--- src/design/imtwa_pkg.sv ---
// shared constants, types and helpers for the imu time window averager
package imtwa_pkg;

    localparam int MAX_BATCH   = 4096;
    localparam int SAMPLE_BITS = 32;
    localparam int FIELD_W     = 32;
    localparam int TIME_W      = 64;
    localparam int OFF_W       = 32;
    localparam int CNT_W       = $clog2(MAX_BATCH + 1);
    localparam int SUM_W       = SAMPLE_BITS + $clog2(MAX_BATCH) + 1;
    localparam int DIV_W       = SUM_W;
    localparam int DCNT_W      = $clog2(DIV_W + 1);
    localparam int IDX_W       = 3;

    localparam logic [IDX_W-1:0] Q_TIME   = 3'd0;
    localparam logic [IDX_W-1:0] Q_ACC_X  = 3'd1;
    localparam logic [IDX_W-1:0] Q_ACC_Y  = 3'd2;
    localparam logic [IDX_W-1:0] Q_ACC_Z  = 3'd3;
    localparam logic [IDX_W-1:0] Q_RATE_X = 3'd4;
    localparam logic [IDX_W-1:0] Q_RATE_Y = 3'd5;
    localparam logic [IDX_W-1:0] Q_RATE_Z = 3'd6;
    localparam logic [IDX_W-1:0] Q_LAST   = Q_RATE_Z;

    typedef enum logic [1:0] {
        S_IDLE,
        S_LOAD,
        S_DIV,
        S_EMIT
    } seq_state_t;

    typedef struct packed {
        logic in_ready;
        logic div_start;
        logic div_capture;
        logic emit;
        logic clear;
    } seq_ctrl_t;

    function automatic logic signed [SUM_W-1:0] sext_sample(input logic [FIELD_W-1:0] v);
        sext_sample = {{(SUM_W - SAMPLE_BITS){v[SAMPLE_BITS-1]}}, v[SAMPLE_BITS-1:0]};
    endfunction

endpackage

--- src/design/imtwa_div.sv ---
// shared bit-serial unsigned restoring divider
module imtwa_div
    import imtwa_pkg::*;
(
    input  logic             clk,
    input  logic             rst_n,
    input  logic             start,
    input  logic [DIV_W-1:0] dividend,
    input  logic [CNT_W-1:0] divisor,
    output logic             done,
    output logic [DIV_W-1:0] quot
);

    logic              busy_reg, busy_next;
    logic              done_reg, done_next;
    logic [DCNT_W-1:0] cnt_reg, cnt_next;
    logic [CNT_W-1:0]  rem_reg, rem_next;
    logic [DIV_W-1:0]  quot_reg, quot_next;
    logic [CNT_W:0]    shifted;
    logic [CNT_W:0]    trial;
    logic              ge;

    assign shifted = {rem_reg, quot_reg[DIV_W-1]};
    assign ge      = shifted >= {1'b0, divisor};
    assign trial   = shifted - {1'b0, divisor};

    always_comb
    begin
        busy_next = busy_reg;
        done_next = 1'b0;
        cnt_next  = cnt_reg;
        rem_next  = rem_reg;
        quot_next = quot_reg;
        if (start)
        begin
            busy_next = 1'b1;
            cnt_next  = DCNT_W'(DIV_W);
            rem_next  = '0;
            quot_next = dividend;
        end
        else if (busy_reg)
        begin
            rem_next  = ge ? trial[CNT_W-1:0] : shifted[CNT_W-1:0];
            quot_next = {quot_reg[DIV_W-2:0], ge};
            cnt_next  = cnt_reg - 1'b1;
            if (cnt_reg == DCNT_W'(1))
            begin
                busy_next = 1'b0;
                done_next = 1'b1;
            end
        end
    end

    always_ff @(posedge clk or negedge rst_n)
    begin
        if (!rst_n)
        begin
            busy_reg <= 1'b0;
            done_reg <= 1'b0;
            cnt_reg  <= '0;
        end
        else
        begin
            busy_reg <= busy_next;
            done_reg <= done_next;
            cnt_reg  <= cnt_next;
        end
    end

    always_ff @(posedge clk)
    begin
        rem_reg  <= rem_next;
        quot_reg <= quot_next;
    end

    assign done = done_reg;
    assign quot = quot_reg;

`ifndef SYNTH
    a_start_idle: assert property (@(posedge clk) disable iff (!rst_n)
        start |-> !busy_reg)
        else $error("divider started while busy");
`endif

endmodule

--- src/design/imtwa_accum.sv ---
// batch accumulator: start time, offset sum, per-axis sums, reading and per-sensor counts
module imtwa_accum
    import imtwa_pkg::*;
(
    input  logic                         clk,
    input  logic                         rst_n,
    input  logic                         accept,
    input  logic                         clear,
    input  logic [OFF_W-1:0]             period,
    input  logic [TIME_W-1:0]            timestamp,
    input  logic [FIELD_W-1:0]           acc_x,
    input  logic [FIELD_W-1:0]           acc_y,
    input  logic [FIELD_W-1:0]           acc_z,
    input  logic                         acc_valid,
    input  logic [FIELD_W-1:0]           rate_x,
    input  logic [FIELD_W-1:0]           rate_y,
    input  logic [FIELD_W-1:0]           rate_z,
    input  logic                         rate_valid,
    output logic                         pass,
    output logic                         close,
    output logic [TIME_W-1:0]            batch_start,
    output logic [SUM_W-1:0]             offset_sum,
    output logic [CNT_W-1:0]             reading_count,
    output logic [2:0][SUM_W-1:0]        acc_sum,
    output logic [CNT_W-1:0]             acc_count,
    output logic [2:0][SUM_W-1:0]        rate_sum,
    output logic [CNT_W-1:0]             rate_count
);

    logic                  open_reg, open_next;
    logic [TIME_W-1:0]     start_reg, start_next;
    logic [SUM_W-1:0]      off_sum_reg, off_sum_next;
    logic [CNT_W-1:0]      count_reg, count_next;
    logic [2:0][SUM_W-1:0] acc_sum_reg, acc_sum_next;
    logic [CNT_W-1:0]      acc_cnt_reg, acc_cnt_next;
    logic [2:0][SUM_W-1:0] rate_sum_reg, rate_sum_next;
    logic [CNT_W-1:0]      rate_cnt_reg, rate_cnt_next;
    logic [TIME_W-1:0]     start_eff;
    logic [TIME_W-1:0]     diff;
    logic [OFF_W-1:0]      off;
    logic [CNT_W-1:0]      count_inc;
    logic [2:0][FIELD_W-1:0] acc_in;
    logic [2:0][FIELD_W-1:0] rate_in;

    assign acc_in  = {acc_z, acc_y, acc_x};
    assign rate_in = {rate_z, rate_y, rate_x};

    assign start_eff = open_reg ? start_reg : timestamp;
    assign diff      = timestamp - start_eff;
    assign off       = diff[TIME_W-1]       ? '0 :
                       (|diff[TIME_W-2:OFF_W]) ? '1 : diff[OFF_W-1:0];
    assign count_inc = count_reg + 1'b1;
    assign pass      = period == '0;
    assign close     = !pass && ((off >= period) || (count_inc >= CNT_W'(MAX_BATCH)));

    always_comb
    begin
        open_next     = open_reg;
        start_next    = start_reg;
        off_sum_next  = off_sum_reg;
        count_next    = count_reg;
        acc_sum_next  = acc_sum_reg;
        acc_cnt_next  = acc_cnt_reg;
        rate_sum_next = rate_sum_reg;
        rate_cnt_next = rate_cnt_reg;
        if (clear)
        begin
            open_next     = 1'b0;
            start_next    = '0;
            off_sum_next  = '0;
            count_next    = '0;
            acc_sum_next  = '0;
            acc_cnt_next  = '0;
            rate_sum_next = '0;
            rate_cnt_next = '0;
        end
        else if (accept && !pass)
        begin
            open_next    = 1'b1;
            start_next   = start_eff;
            off_sum_next = off_sum_reg + SUM_W'(off);
            count_next   = count_inc;
            if (acc_valid)
            begin
                for (int i = 0; i < 3; i++)
                begin
                    acc_sum_next[i] = acc_sum_reg[i] + sext_sample(acc_in[i]);
                end
                acc_cnt_next = acc_cnt_reg + 1'b1;
            end
            if (rate_valid)
            begin
                for (int i = 0; i < 3; i++)
                begin
                    rate_sum_next[i] = rate_sum_reg[i] + sext_sample(rate_in[i]);
                end
                rate_cnt_next = rate_cnt_reg + 1'b1;
            end
        end
    end

    always_ff @(posedge clk or negedge rst_n)
    begin
        if (!rst_n)
        begin
            open_reg     <= 1'b0;
            start_reg    <= '0;
            off_sum_reg  <= '0;
            count_reg    <= '0;
            acc_sum_reg  <= '0;
            acc_cnt_reg  <= '0;
            rate_sum_reg <= '0;
            rate_cnt_reg <= '0;
        end
        else
        begin
            open_reg     <= open_next;
            start_reg    <= start_next;
            off_sum_reg  <= off_sum_next;
            count_reg    <= count_next;
            acc_sum_reg  <= acc_sum_next;
            acc_cnt_reg  <= acc_cnt_next;
            rate_sum_reg <= rate_sum_next;
            rate_cnt_reg <= rate_cnt_next;
        end
    end

    assign batch_start   = start_reg;
    assign offset_sum    = off_sum_reg;
    assign reading_count = count_reg;
    assign acc_sum       = acc_sum_reg;
    assign acc_count     = acc_cnt_reg;
    assign rate_sum      = rate_sum_reg;
    assign rate_count    = rate_cnt_reg;

endmodule

--- src/design/imtwa_seq.sv ---
// sequencer stepping the shared divider through the seven quotients
module imtwa_seq
    import imtwa_pkg::*;
(
    input  logic             clk,
    input  logic             rst_n,
    input  logic             in_valid,
    input  logic             pass,
    input  logic             close,
    input  logic             div_done,
    input  logic             out_busy,
    input  logic             out_ready,
    output seq_ctrl_t        ctrl,
    output logic [IDX_W-1:0] idx
);

    seq_state_t       state_reg, state_next;
    logic [IDX_W-1:0] idx_reg, idx_next;
    logic             in_accept;

    assign in_accept = in_valid && (state_reg == S_IDLE);

    always_comb
    begin
        state_next = state_reg;
        idx_next   = idx_reg;
        case (state_reg)
            S_IDLE:
            begin
                idx_next = Q_TIME;
                if (in_accept)
                begin
                    if (pass)
                    begin
                        state_next = S_EMIT;
                    end
                    else if (close)
                    begin
                        state_next = S_LOAD;
                    end
                end
            end
            S_LOAD:
            begin
                state_next = S_DIV;
            end
            S_DIV:
            begin
                if (div_done)
                begin
                    if (idx_reg == Q_LAST)
                    begin
                        state_next = S_EMIT;
                    end
                    else
                    begin
                        idx_next   = idx_reg + 1'b1;
                        state_next = S_LOAD;
                    end
                end
            end
            S_EMIT:
            begin
                if (!out_busy || out_ready)
                begin
                    state_next = S_IDLE;
                end
            end
            default:
            begin
                state_next = S_IDLE;
            end
        endcase
    end

    always_comb
    begin
        ctrl             = '0;
        ctrl.in_ready    = state_reg == S_IDLE;
        ctrl.div_start   = state_reg == S_LOAD;
        ctrl.div_capture = (state_reg == S_DIV) && div_done;
        ctrl.emit        = (state_reg == S_EMIT) && (!out_busy || out_ready);
        ctrl.clear       = (state_reg == S_DIV) && div_done && (idx_reg == Q_LAST);
    end

    always_ff @(posedge clk or negedge rst_n)
    begin
        if (!rst_n)
        begin
            state_reg <= S_IDLE;
            idx_reg   <= Q_TIME;
        end
        else
        begin
            state_reg <= state_next;
            idx_reg   <= idx_next;
        end
    end

    assign idx = idx_reg;

`ifndef SYNTH
    a_pass_emit: assert property (@(posedge clk) disable iff (!rst_n)
        in_accept && pass |=> state_reg == S_EMIT)
        else $error("pass-through item did not go to emit");
    a_accum_idle: assert property (@(posedge clk) disable iff (!rst_n)
        in_accept && !pass && !close |=> state_reg == S_IDLE)
        else $error("accumulate-only item left the sequencer busy");
    a_last_emit: assert property (@(posedge clk) disable iff (!rst_n)
        ctrl.clear |=> state_reg == S_EMIT)
        else $error("batch cleared without emitting");
    a_idx_range: assert property (@(posedge clk) disable iff (!rst_n)
        idx_reg <= Q_LAST)
        else $error("quotient index out of range");
`endif

endmodule

--- src/design/imu_time_window_averager.sv ---
// top level: config register, batch accumulator, shared divider, output register
// an accumulate-only item leaves in_ready high; a pass-through item is staged, then emitted
// closing item: 7 quotients, each a load, 45 divider steps and a done strobe,
// computed in turn by the single serial divider, then emitted once the output register is free
// one item in flight at a time; in_ready is low from a closing or pass-through accept until its emit
// reset clears the batch and sets the period register to 0; no result is pending after reset
module imu_time_window_averager
    import imtwa_pkg::*;
(
    input  logic                      clk,
    input  logic                      rst_n,
    input  logic                      cfg_we,
    input  logic [OFF_W-1:0]          cfg_wdata,
    input  logic                      in_valid,
    output logic                      in_ready,
    input  logic [TIME_W-1:0]         timestamp,
    input  logic signed [FIELD_W-1:0] acc_x,
    input  logic signed [FIELD_W-1:0] acc_y,
    input  logic signed [FIELD_W-1:0] acc_z,
    input  logic                      acc_valid,
    input  logic signed [FIELD_W-1:0] rate_x,
    input  logic signed [FIELD_W-1:0] rate_y,
    input  logic signed [FIELD_W-1:0] rate_z,
    input  logic                      rate_valid,
    output logic                      out_valid,
    input  logic                      out_ready,
    output logic [TIME_W-1:0]         mean_time,
    output logic signed [FIELD_W-1:0] mean_acc_x,
    output logic signed [FIELD_W-1:0] mean_acc_y,
    output logic signed [FIELD_W-1:0] mean_acc_z,
    output logic                      acc_present,
    output logic signed [FIELD_W-1:0] mean_rate_x,
    output logic signed [FIELD_W-1:0] mean_rate_y,
    output logic signed [FIELD_W-1:0] mean_rate_z,
    output logic                      rate_present
);

    logic [OFF_W-1:0]        period_reg;
    seq_ctrl_t               ctrl;
    logic [IDX_W-1:0]        idx;
    logic                    in_accept;
    logic                    pass;
    logic                    close;
    logic [TIME_W-1:0]       batch_start;
    logic [SUM_W-1:0]        offset_sum;
    logic [CNT_W-1:0]        reading_count;
    logic [2:0][SUM_W-1:0]   acc_sum;
    logic [CNT_W-1:0]        acc_count;
    logic [2:0][SUM_W-1:0]   rate_sum;
    logic [CNT_W-1:0]        rate_count;
    logic                    div_done;
    logic [DIV_W-1:0]        quot;
    logic [SUM_W-1:0]        op_sum;
    logic [CNT_W-1:0]        op_den;
    logic                    op_neg;
    logic [DIV_W-1:0]        op_mag;
    logic [SUM_W-1:0]        q_signed;
    logic [FIELD_W-1:0]      q_field;
    logic                    acc_avg;
    logic                    rate_avg;

    logic [TIME_W-1:0]       st_time_reg;
    logic [2:0][FIELD_W-1:0] st_acc_reg;
    logic                    st_acc_pres_reg;
    logic [2:0][FIELD_W-1:0] st_rate_reg;
    logic                    st_rate_pres_reg;

    logic                    out_valid_reg, out_valid_next;
    logic [TIME_W-1:0]       o_time_reg;
    logic [2:0][FIELD_W-1:0] o_acc_reg;
    logic                    o_acc_pres_reg;
    logic [2:0][FIELD_W-1:0] o_rate_reg;
    logic                    o_rate_pres_reg;

    assign in_ready  = ctrl.in_ready;
    assign in_accept = in_valid && ctrl.in_ready;

    always_ff @(posedge clk or negedge rst_n)
    begin
        if (!rst_n)
        begin
            period_reg <= '0;
        end
        else if (cfg_we)
        begin
            period_reg <= cfg_wdata;
        end
    end

    imtwa_accum u_accum (
        .clk           (clk),
        .rst_n         (rst_n),
        .accept        (in_accept),
        .clear         (ctrl.clear),
        .period        (period_reg),
        .timestamp     (timestamp),
        .acc_x         (acc_x),
        .acc_y         (acc_y),
        .acc_z         (acc_z),
        .acc_valid     (acc_valid),
        .rate_x        (rate_x),
        .rate_y        (rate_y),
        .rate_z        (rate_z),
        .rate_valid    (rate_valid),
        .pass          (pass),
        .close         (close),
        .batch_start   (batch_start),
        .offset_sum    (offset_sum),
        .reading_count (reading_count),
        .acc_sum       (acc_sum),
        .acc_count     (acc_count),
        .rate_sum      (rate_sum),
        .rate_count    (rate_count)
    );

    imtwa_seq u_seq (
        .clk       (clk),
        .rst_n     (rst_n),
        .in_valid  (in_valid),
        .pass      (pass),
        .close     (close),
        .div_done  (div_done),
        .out_busy  (out_valid_reg),
        .out_ready (out_ready),
        .ctrl      (ctrl),
        .idx       (idx)
    );

    // divider operand select
    always_comb
    begin
        op_sum = offset_sum;
        op_den = reading_count;
        op_neg = 1'b0;
        case (idx)
            Q_TIME:
            begin
                op_sum = offset_sum;
                op_den = reading_count;
            end
            Q_ACC_X:
            begin
                op_sum = acc_sum[0];
                op_den = acc_count;
                op_neg = acc_sum[0][SUM_W-1];
            end
            Q_ACC_Y:
            begin
                op_sum = acc_sum[1];
                op_den = acc_count;
                op_neg = acc_sum[1][SUM_W-1];
            end
            Q_ACC_Z:
            begin
                op_sum = acc_sum[2];
                op_den = acc_count;
                op_neg = acc_sum[2][SUM_W-1];
            end
            Q_RATE_X:
            begin
                op_sum = rate_sum[0];
                op_den = rate_count;
                op_neg = rate_sum[0][SUM_W-1];
            end
            Q_RATE_Y:
            begin
                op_sum = rate_sum[1];
                op_den = rate_count;
                op_neg = rate_sum[1][SUM_W-1];
            end
            Q_RATE_Z:
            begin
                op_sum = rate_sum[2];
                op_den = rate_count;
                op_neg = rate_sum[2][SUM_W-1];
            end
            default:
            begin
                op_sum = offset_sum;
                op_den = reading_count;
            end
        endcase
    end

    assign op_mag   = op_neg ? (~op_sum + 1'b1) : op_sum;
    assign q_signed = op_neg ? (~quot + 1'b1) : quot;
    assign q_field  = q_signed[FIELD_W-1:0];
    assign acc_avg  = acc_count != '0;
    assign rate_avg = rate_count != '0;

    imtwa_div u_div (
        .clk      (clk),
        .rst_n    (rst_n),
        .start    (ctrl.div_start),
        .dividend (op_mag),
        .divisor  (op_den),
        .done     (div_done),
        .quot     (quot)
    );

    // result staging: newest reading on accept, quotients as they finish
    always_ff @(posedge clk)
    begin
        if (in_accept)
        begin
            st_time_reg      <= timestamp;
            st_acc_reg       <= {acc_z, acc_y, acc_x};
            st_acc_pres_reg  <= acc_valid;
            st_rate_reg      <= {rate_z, rate_y, rate_x};
            st_rate_pres_reg <= rate_valid;
        end
        else if (ctrl.div_capture)
        begin
            case (idx)
                Q_TIME:
                begin
                    st_time_reg      <= batch_start + TIME_W'(quot);
                    st_acc_pres_reg  <= acc_avg;
                    st_rate_pres_reg <= rate_avg;
                end
                Q_ACC_X:
                begin
                    if (acc_avg)
                    begin
                        st_acc_reg[0] <= q_field;
                    end
                end
                Q_ACC_Y:
                begin
                    if (acc_avg)
                    begin
                        st_acc_reg[1] <= q_field;
                    end
                end
                Q_ACC_Z:
                begin
                    if (acc_avg)
                    begin
                        st_acc_reg[2] <= q_field;
                    end
                end
                Q_RATE_X:
                begin
                    if (rate_avg)
                    begin
                        st_rate_reg[0] <= q_field;
                    end
                end
                Q_RATE_Y:
                begin
                    if (rate_avg)
                    begin
                        st_rate_reg[1] <= q_field;
                    end
                end
                Q_RATE_Z:
                begin
                    if (rate_avg)
                    begin
                        st_rate_reg[2] <= q_field;
                    end
                end
                default:
                begin
                    st_time_reg <= st_time_reg;
                end
            endcase
        end
    end

    // output register
    always_comb
    begin
        out_valid_next = out_valid_reg;
        if (ctrl.emit)
        begin
            out_valid_next = 1'b1;
        end
        else if (out_ready)
        begin
            out_valid_next = 1'b0;
        end
    end

    always_ff @(posedge clk or negedge rst_n)
    begin
        if (!rst_n)
        begin
            out_valid_reg <= 1'b0;
        end
        else
        begin
            out_valid_reg <= out_valid_next;
        end
    end

    always_ff @(posedge clk)
    begin
        if (ctrl.emit)
        begin
            o_time_reg      <= st_time_reg;
            o_acc_reg       <= st_acc_reg;
            o_acc_pres_reg  <= st_acc_pres_reg;
            o_rate_reg      <= st_rate_reg;
            o_rate_pres_reg <= st_rate_pres_reg;
        end
    end

    assign out_valid    = out_valid_reg;
    assign mean_time    = o_time_reg;
    assign mean_acc_x   = o_acc_reg[0];
    assign mean_acc_y   = o_acc_reg[1];
    assign mean_acc_z   = o_acc_reg[2];
    assign acc_present  = o_acc_pres_reg;
    assign mean_rate_x  = o_rate_reg[0];
    assign mean_rate_y  = o_rate_reg[1];
    assign mean_rate_z  = o_rate_reg[2];
    assign rate_present = o_rate_pres_reg;

endmodule
--- config.mk ---
export PLATFORM = sky130hd
export DESIGN_NAME = imu_time_window_averager
export DESIGN_NICKNAME = d
export VERILOG_FILES = /design/src/design/imtwa_pkg.sv /design/src/design/imtwa_div.sv /design/src/design/imtwa_accum.sv /design/src/design/imtwa_seq.sv /design/src/design/imu_time_window_averager.sv
export SDC_FILE = /design/constraint.sdc
export NUM_CORES = 2
export LEC_CHECK = 0
export BUFFER_PORTS_ARGS = -buffer_cell sky130_fd_sc_hd__buf_2
export CELL_PAD_IN_SITES_DETAIL_PLACEMENT = 1
export CELL_PAD_IN_SITES_GLOBAL_PLACEMENT = 1
export CORE_MARGIN = 4
export CORE_UTILIZATION = 30
export DETAILED_ROUTE_END_ITERATION = 8
export GPL_TIMING_DRIVEN = 1
export PLACE_DENSITY_LB_ADDON = 0.1
export SYNTH_ARGS = -nofsm -noshare
export SYNTH_HDL_FRONTEND = slang
export SYNTH_SLANG_ARGS = --single-unit
--- constraint.sdc ---
create_clock -name clk -period 12.8 [get_ports clk]
set_clock_uncertainty 0.15 [all_clocks]
set_input_delay 1.92 -clock clk [delete_from_list [all_inputs] [get_ports clk]]
set_output_delay 1.92 -clock clk [all_outputs]
set_load 0.02 [all_outputs]
* After elaboration in Yosys (flattened, before gate mapping) *
Cells that the tools add are included.

storage, ports and cells
  register bits = 1039
  word-level logic and storage cells = 193

operators by class
  add/sub/neg operators = 17
  order comparisons = 3
  eq/ne operators = 15
  multiplexer cells = 72
  bitwise logic cells = 2
  reductions and logical operators = 45

operators by type and width
  kind                     number
  $mux W135                6
  $mux W64                 6
  $mux W96                 4
  $mux W32                 11
  $add A45 B45 Y45         6
  $pmux W45 S6             1
  $mux W45                 5
  $mux W13                 9
  $add A64 B45 Y64         1
  $sub A64 B64 Y64         1
  $add A45 B1 Y45 const B  1
  $add A45 B32 Y45         1
  $not A45 Y45             1
  $add A13 B1 Y13 const B  3
  $add A32 B1 Y32 const B  1
  $ge A32 B32 Y1           1
  $logic_not A32 Y1        1
  $not A32 Y32             1
  $reduce_bool A2 Y1       16
  $reduce_or A31 Y1        1
  $pmux W13 S2             1
  $reduce_bool A13 Y1      2
  $reduce_and A3 Y1        7
  $mux W1                  16
  28 further kinds         51

* Depth between registers and ports, before layout *
  depth in word-level cells = 12
  gate-level depth with buffers = 38

* Hierarchy *
Synthesis repeated with hierarchy kept, for this count alone.

unflattened totals
  cell total of the unflattened synthesis = 7005
  area total of the unflattened synthesis = 68235.4 sq um

by module, submodules not included
  module                    instances  cells an instance  area an instance (sq um)  sequential area each (sq um)
  imtwa_accum               1          4433               36885.4                   10485.1
  imu_time_window_averager  1          2230               27362.5                   16320.7
  imtwa_div                 1          308                3668.5                    1811.7
  imtwa_seq                 1          34                 319.1                     125.1

* Least setup slack after synthesis *
No wires, ideal clock.

  kind = input port to flip-flop
  start = input port out_ready
  end = register o_acc_pres_reg (netlist: acc_present), enable pin
  library setup time = 0.883 ns
  arrival = 12.682 ns
  setup slack = -0.915 ns
  cell stages on the path = 2
  cell sequence = nor2b_1 nor2_1

on the way
  word-level cells in the longest chain between the ends = 2

ends and longest elaborated chain
  element                 RTL line                         RTL
  start: declaration      imu_time_window_averager.sv:26   input logic out_ready,
  $logic_or A1 B1 Y1      imtwa_seq.sv:82                  ctrl.emit = (state_reg == S_EMIT) && (!out_busy || out_ready);
  $logic_and A1 B1 Y1     imtwa_seq.sv:82
  end signal: assignment  imu_time_window_averager.sv:303  o_acc_pres_reg <= st_acc_pres_reg;
  end: declaration        imu_time_window_averager.sv:71   logic o_acc_pres_reg;

No other way between the ends.
A chain may end at the register's enable or synchronous reset.

* Worst setup path in the final report *
  start = input port timestamp[14]
  end = register u_accum.off_sum_reg[44] (netlist: u_accum.offset_sum[44])

on the way
  word-level cells in the longest chain between the ends = 8

ends and longest elaborated chain
  element                 RTL line                        RTL
  start: declaration      imu_time_window_averager.sv:16  input logic [TIME_W-1:0] timestamp,
  $mux W64                imtwa_accum.sv:48               assign start_eff = open_reg ? start_reg : timestamp;
  $sub A64 B64 Y64 (*)    imtwa_accum.sv:49               assign diff = timestamp - start_eff;
  $reduce_or A31 Y1       imtwa_accum.sv:51               (|diff[TIME_W-2:OFF_W]) ? '1 : diff[OFF_W-1:0];
  $mux W32                imtwa_accum.sv:51
  $mux W32 (*)            imtwa_accum.sv:50               assign off = diff[TIME_W-1] ? '0 :
  $add A45 B32 Y45 (*)    imtwa_accum.sv:81               off_sum_next = off_sum_reg + SUM_W'(off);
  $mux W45 (*)            imtwa_accum.sv:77               else if (accept && !pass)
  $mux W45 (*)            imtwa_accum.sv:66               if (clear)
  end signal: assignment  imtwa_accum.sv:119              off_sum_reg <= off_sum_next;
  end: declaration        imtwa_accum.sv:32               logic [SUM_W-1:0] off_sum_reg, off_sum_next;

Every way passes the cells marked *; elsewhere a longest branch is shown, timed or not. The select of a mux whose other input is x is not followed.

==> impl_metrics.env <==
export IMPL_status="complete, no violations"
export IMPL_crit_path_end_kind="flip-flop"
export IMPL_grt_pass1_vias=55600
export IMPL_place_area_um2=71300
export IMPL_portBuffers=554
export IMPL_worst_r2r_cell_count=33
export IMPL_crit_family="compound AO/OA/AOI/OAI gates"
export IMPL_slowest_delay_ns=0.83
export IMPL_numCtsBuffers=136
export IMPL_clkTransAtPathRegs_ns=0.06
export IMPL_min_path_type="flip-flop to flip-flop"
export IMPL_slowest_stage="and3_2"
export IMPL_drt_pass1_iter_count=9
export IMPL_vias_per_cell=5.45
export IMPL_async_flop_share_pct=44.8
export IMPL_leakage_nw=32.9
export IMPL_start_util_pct=30.1
export IMPL_avgSynthCellArea_um2=9.91
export IMPL_synth_common_cells="661 x o21ai_0, 561 x edfxtp_1, 501 x nand2_1"
export IMPL_io_pins=555
export IMPL_antenna_left=0
export IMPL_syn_to_final_growth_pct=16.1
export IMPL_hold_viol_final=0
export IMPL_routabilityCongestion=0.902
export IMPL_final_cells=10100
export IMPL_crit_buf_inv=1
export IMPL_synth_simple_area_share_pct=13.0
export IMPL_hold_buffers=0
export IMPL_postLayoutCellArea_um2=76000
export IMPL_grt_start_max_net_pins=163
export IMPL_drt_total_wl_mm=273
export IMPL_ys_ff_latch=1039
export IMPL_worstPathMaxFanout=33
export IMPL_netlist_area_um2=65400
export IMPL_ys_flop_type="edfxtp_1"
export IMPL_ys_seq_area_share_pct=43.9
export IMPL_nNetsFinal=7842
export IMPL_clk_latency_ns=0.82
export IMPL_drive_above_1_share_pct=14.7
export IMPL_fmax_mhz=97.2
export IMPL_cp_depth=33
export IMPL_cts_htree_levels=4
export IMPL_setup_tns_ns=0
export IMPL_synthAdderAreaFrac_pct=9.35
export IMPL_r2r_slack_ns=2.58
export IMPL_synth_mux_area_share_pct=2.38
export IMPL_reg2reg_from="u_accum.open_reg"
export IMPL_post_route_drc_count=0
export IMPL_slew_headroom_pct=18.5
export IMPL_worstPathArrival_ns=10.79
export IMPL_synth_fp_nets=7381
export IMPL_die_w_um=475
export IMPL_synth_xor_area_share_pct=6.40
export IMPL_ys_top_cells_by_area="edfxtp_1 26%, dfrtp_1 18%, ha_1 9.0%"
export IMPL_holdWs_ns=0.263
export IMPL_postCtsSetupRepairBufs=0
export IMPL_cts_sinks=1039
export IMPL_yosysWarnings=0
export IMPL_grt_antenna_before_repair=36
export IMPL_power_density_nw_per_um2=230
export IMPL_yosys_cell_types_count=107
export IMPL_synth_top_area_share_pct=25.8
export IMPL_dieHeight_um=475
export IMPL_crit_type="primary input to flip-flop"
export IMPL_drt_iter0_markers=3898
export IMPL_dieArea_um2=226000
export IMPL_irDropWorstVdd_v=0.000161
export IMPL_worstPathRequired_ns=13.30
export IMPL_grt_total_usage_pct=23.6
export IMPL_grt_overflow=0
export IMPL_post_route_period_util_pct=80.4
export IMPL_synth_compound_area_share_pct=21.8
export IMPL_syn_inst=6603
export IMPL_cts_tree="yes"
export IMPL_dp_hpwl_mm=208
export IMPL_placedCellCount=9780
export IMPL_clock_path_buffers=3
export IMPL_synth_edf_count=561
export IMPL_endpoint="u_accum.offset_sum[44]"
export IMPL_grt_pass1_wl_mm=394
export IMPL_synth_top_family_by_area="compound AO/OA/AOI/OAI gates"
export IMPL_cts_root_buf="clkbuf_16"
export IMPL_drv_slew=0
export IMPL_yosys_area_top_type="edfxtp_1"
export IMPL_post_cts_resized=0
export IMPL_setup_viol=0
export IMPL_wire_per_inst_um=27.2
export IMPL_vias=54700
export IMPL_fp_row_count=171
export IMPL_r2r_end="u_accum.offset_sum[44]"
export IMPL_cp_startpoint="timestamp[14]"
export IMPL_rsz0062_at_grt="false"
export IMPL_synth_most_common_cell="o21ai_0"
export IMPL_worst_slew_pin_slew_ns=1.22
export IMPL_core_um2=217000
export IMPL_max_cap_viol_count=0
export IMPL_critPathLaunchType="primary input"
export IMPL_min_period_ns=10.29
==> layout make-up <==
| class | instances | area [um^2] |
|---|---|---|
| clock buffer | 178 | 3800 |
| multi-input combinational | 5079 | 34900 |
| timing repair buffer | 635 | 3450 |
| inverter | 173 | 649 |
| clock inverter | 74 | 817 |
| antenna | 18 | 45.0 |
| fill | 24500 | 141000 |
| sequential | 1039 | 28800 |
| tap | 2854 | 3570 |
==> power breakdown <==
group | total, mW | internal, mW | leakage, nW | switching, mW
Clock | 4.00 | 2.34 | 2.26 | 1.66
Combinational | 7.71 | 2.89 | 19.4 | 4.82
Sequential | 5.75 | 4.78 | 11.3 | 0.970
==> worst min-delay path by stage <==
stage / start / endpoint / slack [ns] / cells after the start
after floorplan: st_acc_pres_reg / acc_present / 0.25 / 0
after global placement: st_time_reg[41] / mean_time[41] / 0.25 / 0
after detailed placement: st_acc_reg[92] / mean_acc_z[28] / 0.26 / 0
after CTS: st_time_reg[46] / mean_time[46] / 0.27 / 0
after global routing: st_time_reg[63] / mean_time[63] / 0.27 / 0
final: st_rate_reg[68] / mean_rate_z[4] / 0.26 / 0
==> routing by layer <==
layer | wire length, um | global-route usage [%] | vias up
met5 | 66 | 0 | -
met4 | 6450 | 5.73 | 12
met3 | 13200 | 3.39 | 278
met2 | 128000 | 39.3 | 1215
met1 | 126000 | 32.3 | 27600
li1 | - | - | 25600
==> kinds of logic (layout without fill, tap and decap cells) <==
logic type | after synthesis | after routing
DFF | 1039 | 1039
xor gates and xnor gates | 475 | 475
adders and majority gates | 483 | 483
and+or+nand+nor | 1792 | 1792
AOI/OAI and AO/OA | 2183 | 2183
other | 0 | 18
muxes | 146 | 146
buffers and inverters | 485 | 1060
==> stage by stage <==
| step | setup slack [ns] | utilization [%] | power [mW] |
|---|---|---|---|
| global placement | 1.77 | 32.9 | 13.4 |
| CTS | 2.62 | 35.0 | 17.6 |
| finish | 2.51 | 35.0 | 17.5 |
| detailed placement | 1.75 | 32.9 | 13.5 |
| floorplan | 3.42 | - | 10.6 |
| global route | 1.88 | 35.0 | 18.6 |
==> cell usage in the layout (no fill, tap or decap), drive strengths merged, types with 14 or more instances in the layout <==
master	netlist	routed
a211oi	44	44
a21boi	14	14
a21o	439	439
a21oi	445	445
a221oi	22	22
a222oi	50	50
a22oi	14	14
a31oi	75	75
a41oi	39	39
and2	28	28
and3	47	47
buf	65	635
clkbuf	247	178
clkinv	0	45
dfrtp	465	465
diode	0	18
edfxtp	561	561
ha	473	473
inv	173	183
mux2	76	76
mux2i	70	70
nand2	501	501
nand2b	84	84
nand3	403	403
nand4	73	73
nor2	396	396
nor2b	65	65
nor3	75	75
nor4	35	35
o211ai	24	24
o21a	60	60
o21ai	692	692
o21bai	72	72
o31ai	51	51
or2	18	18
or3	29	29
xnor2	234	234
xor2	241	241
Note: power is estimated with default switching activity, not from simulation.
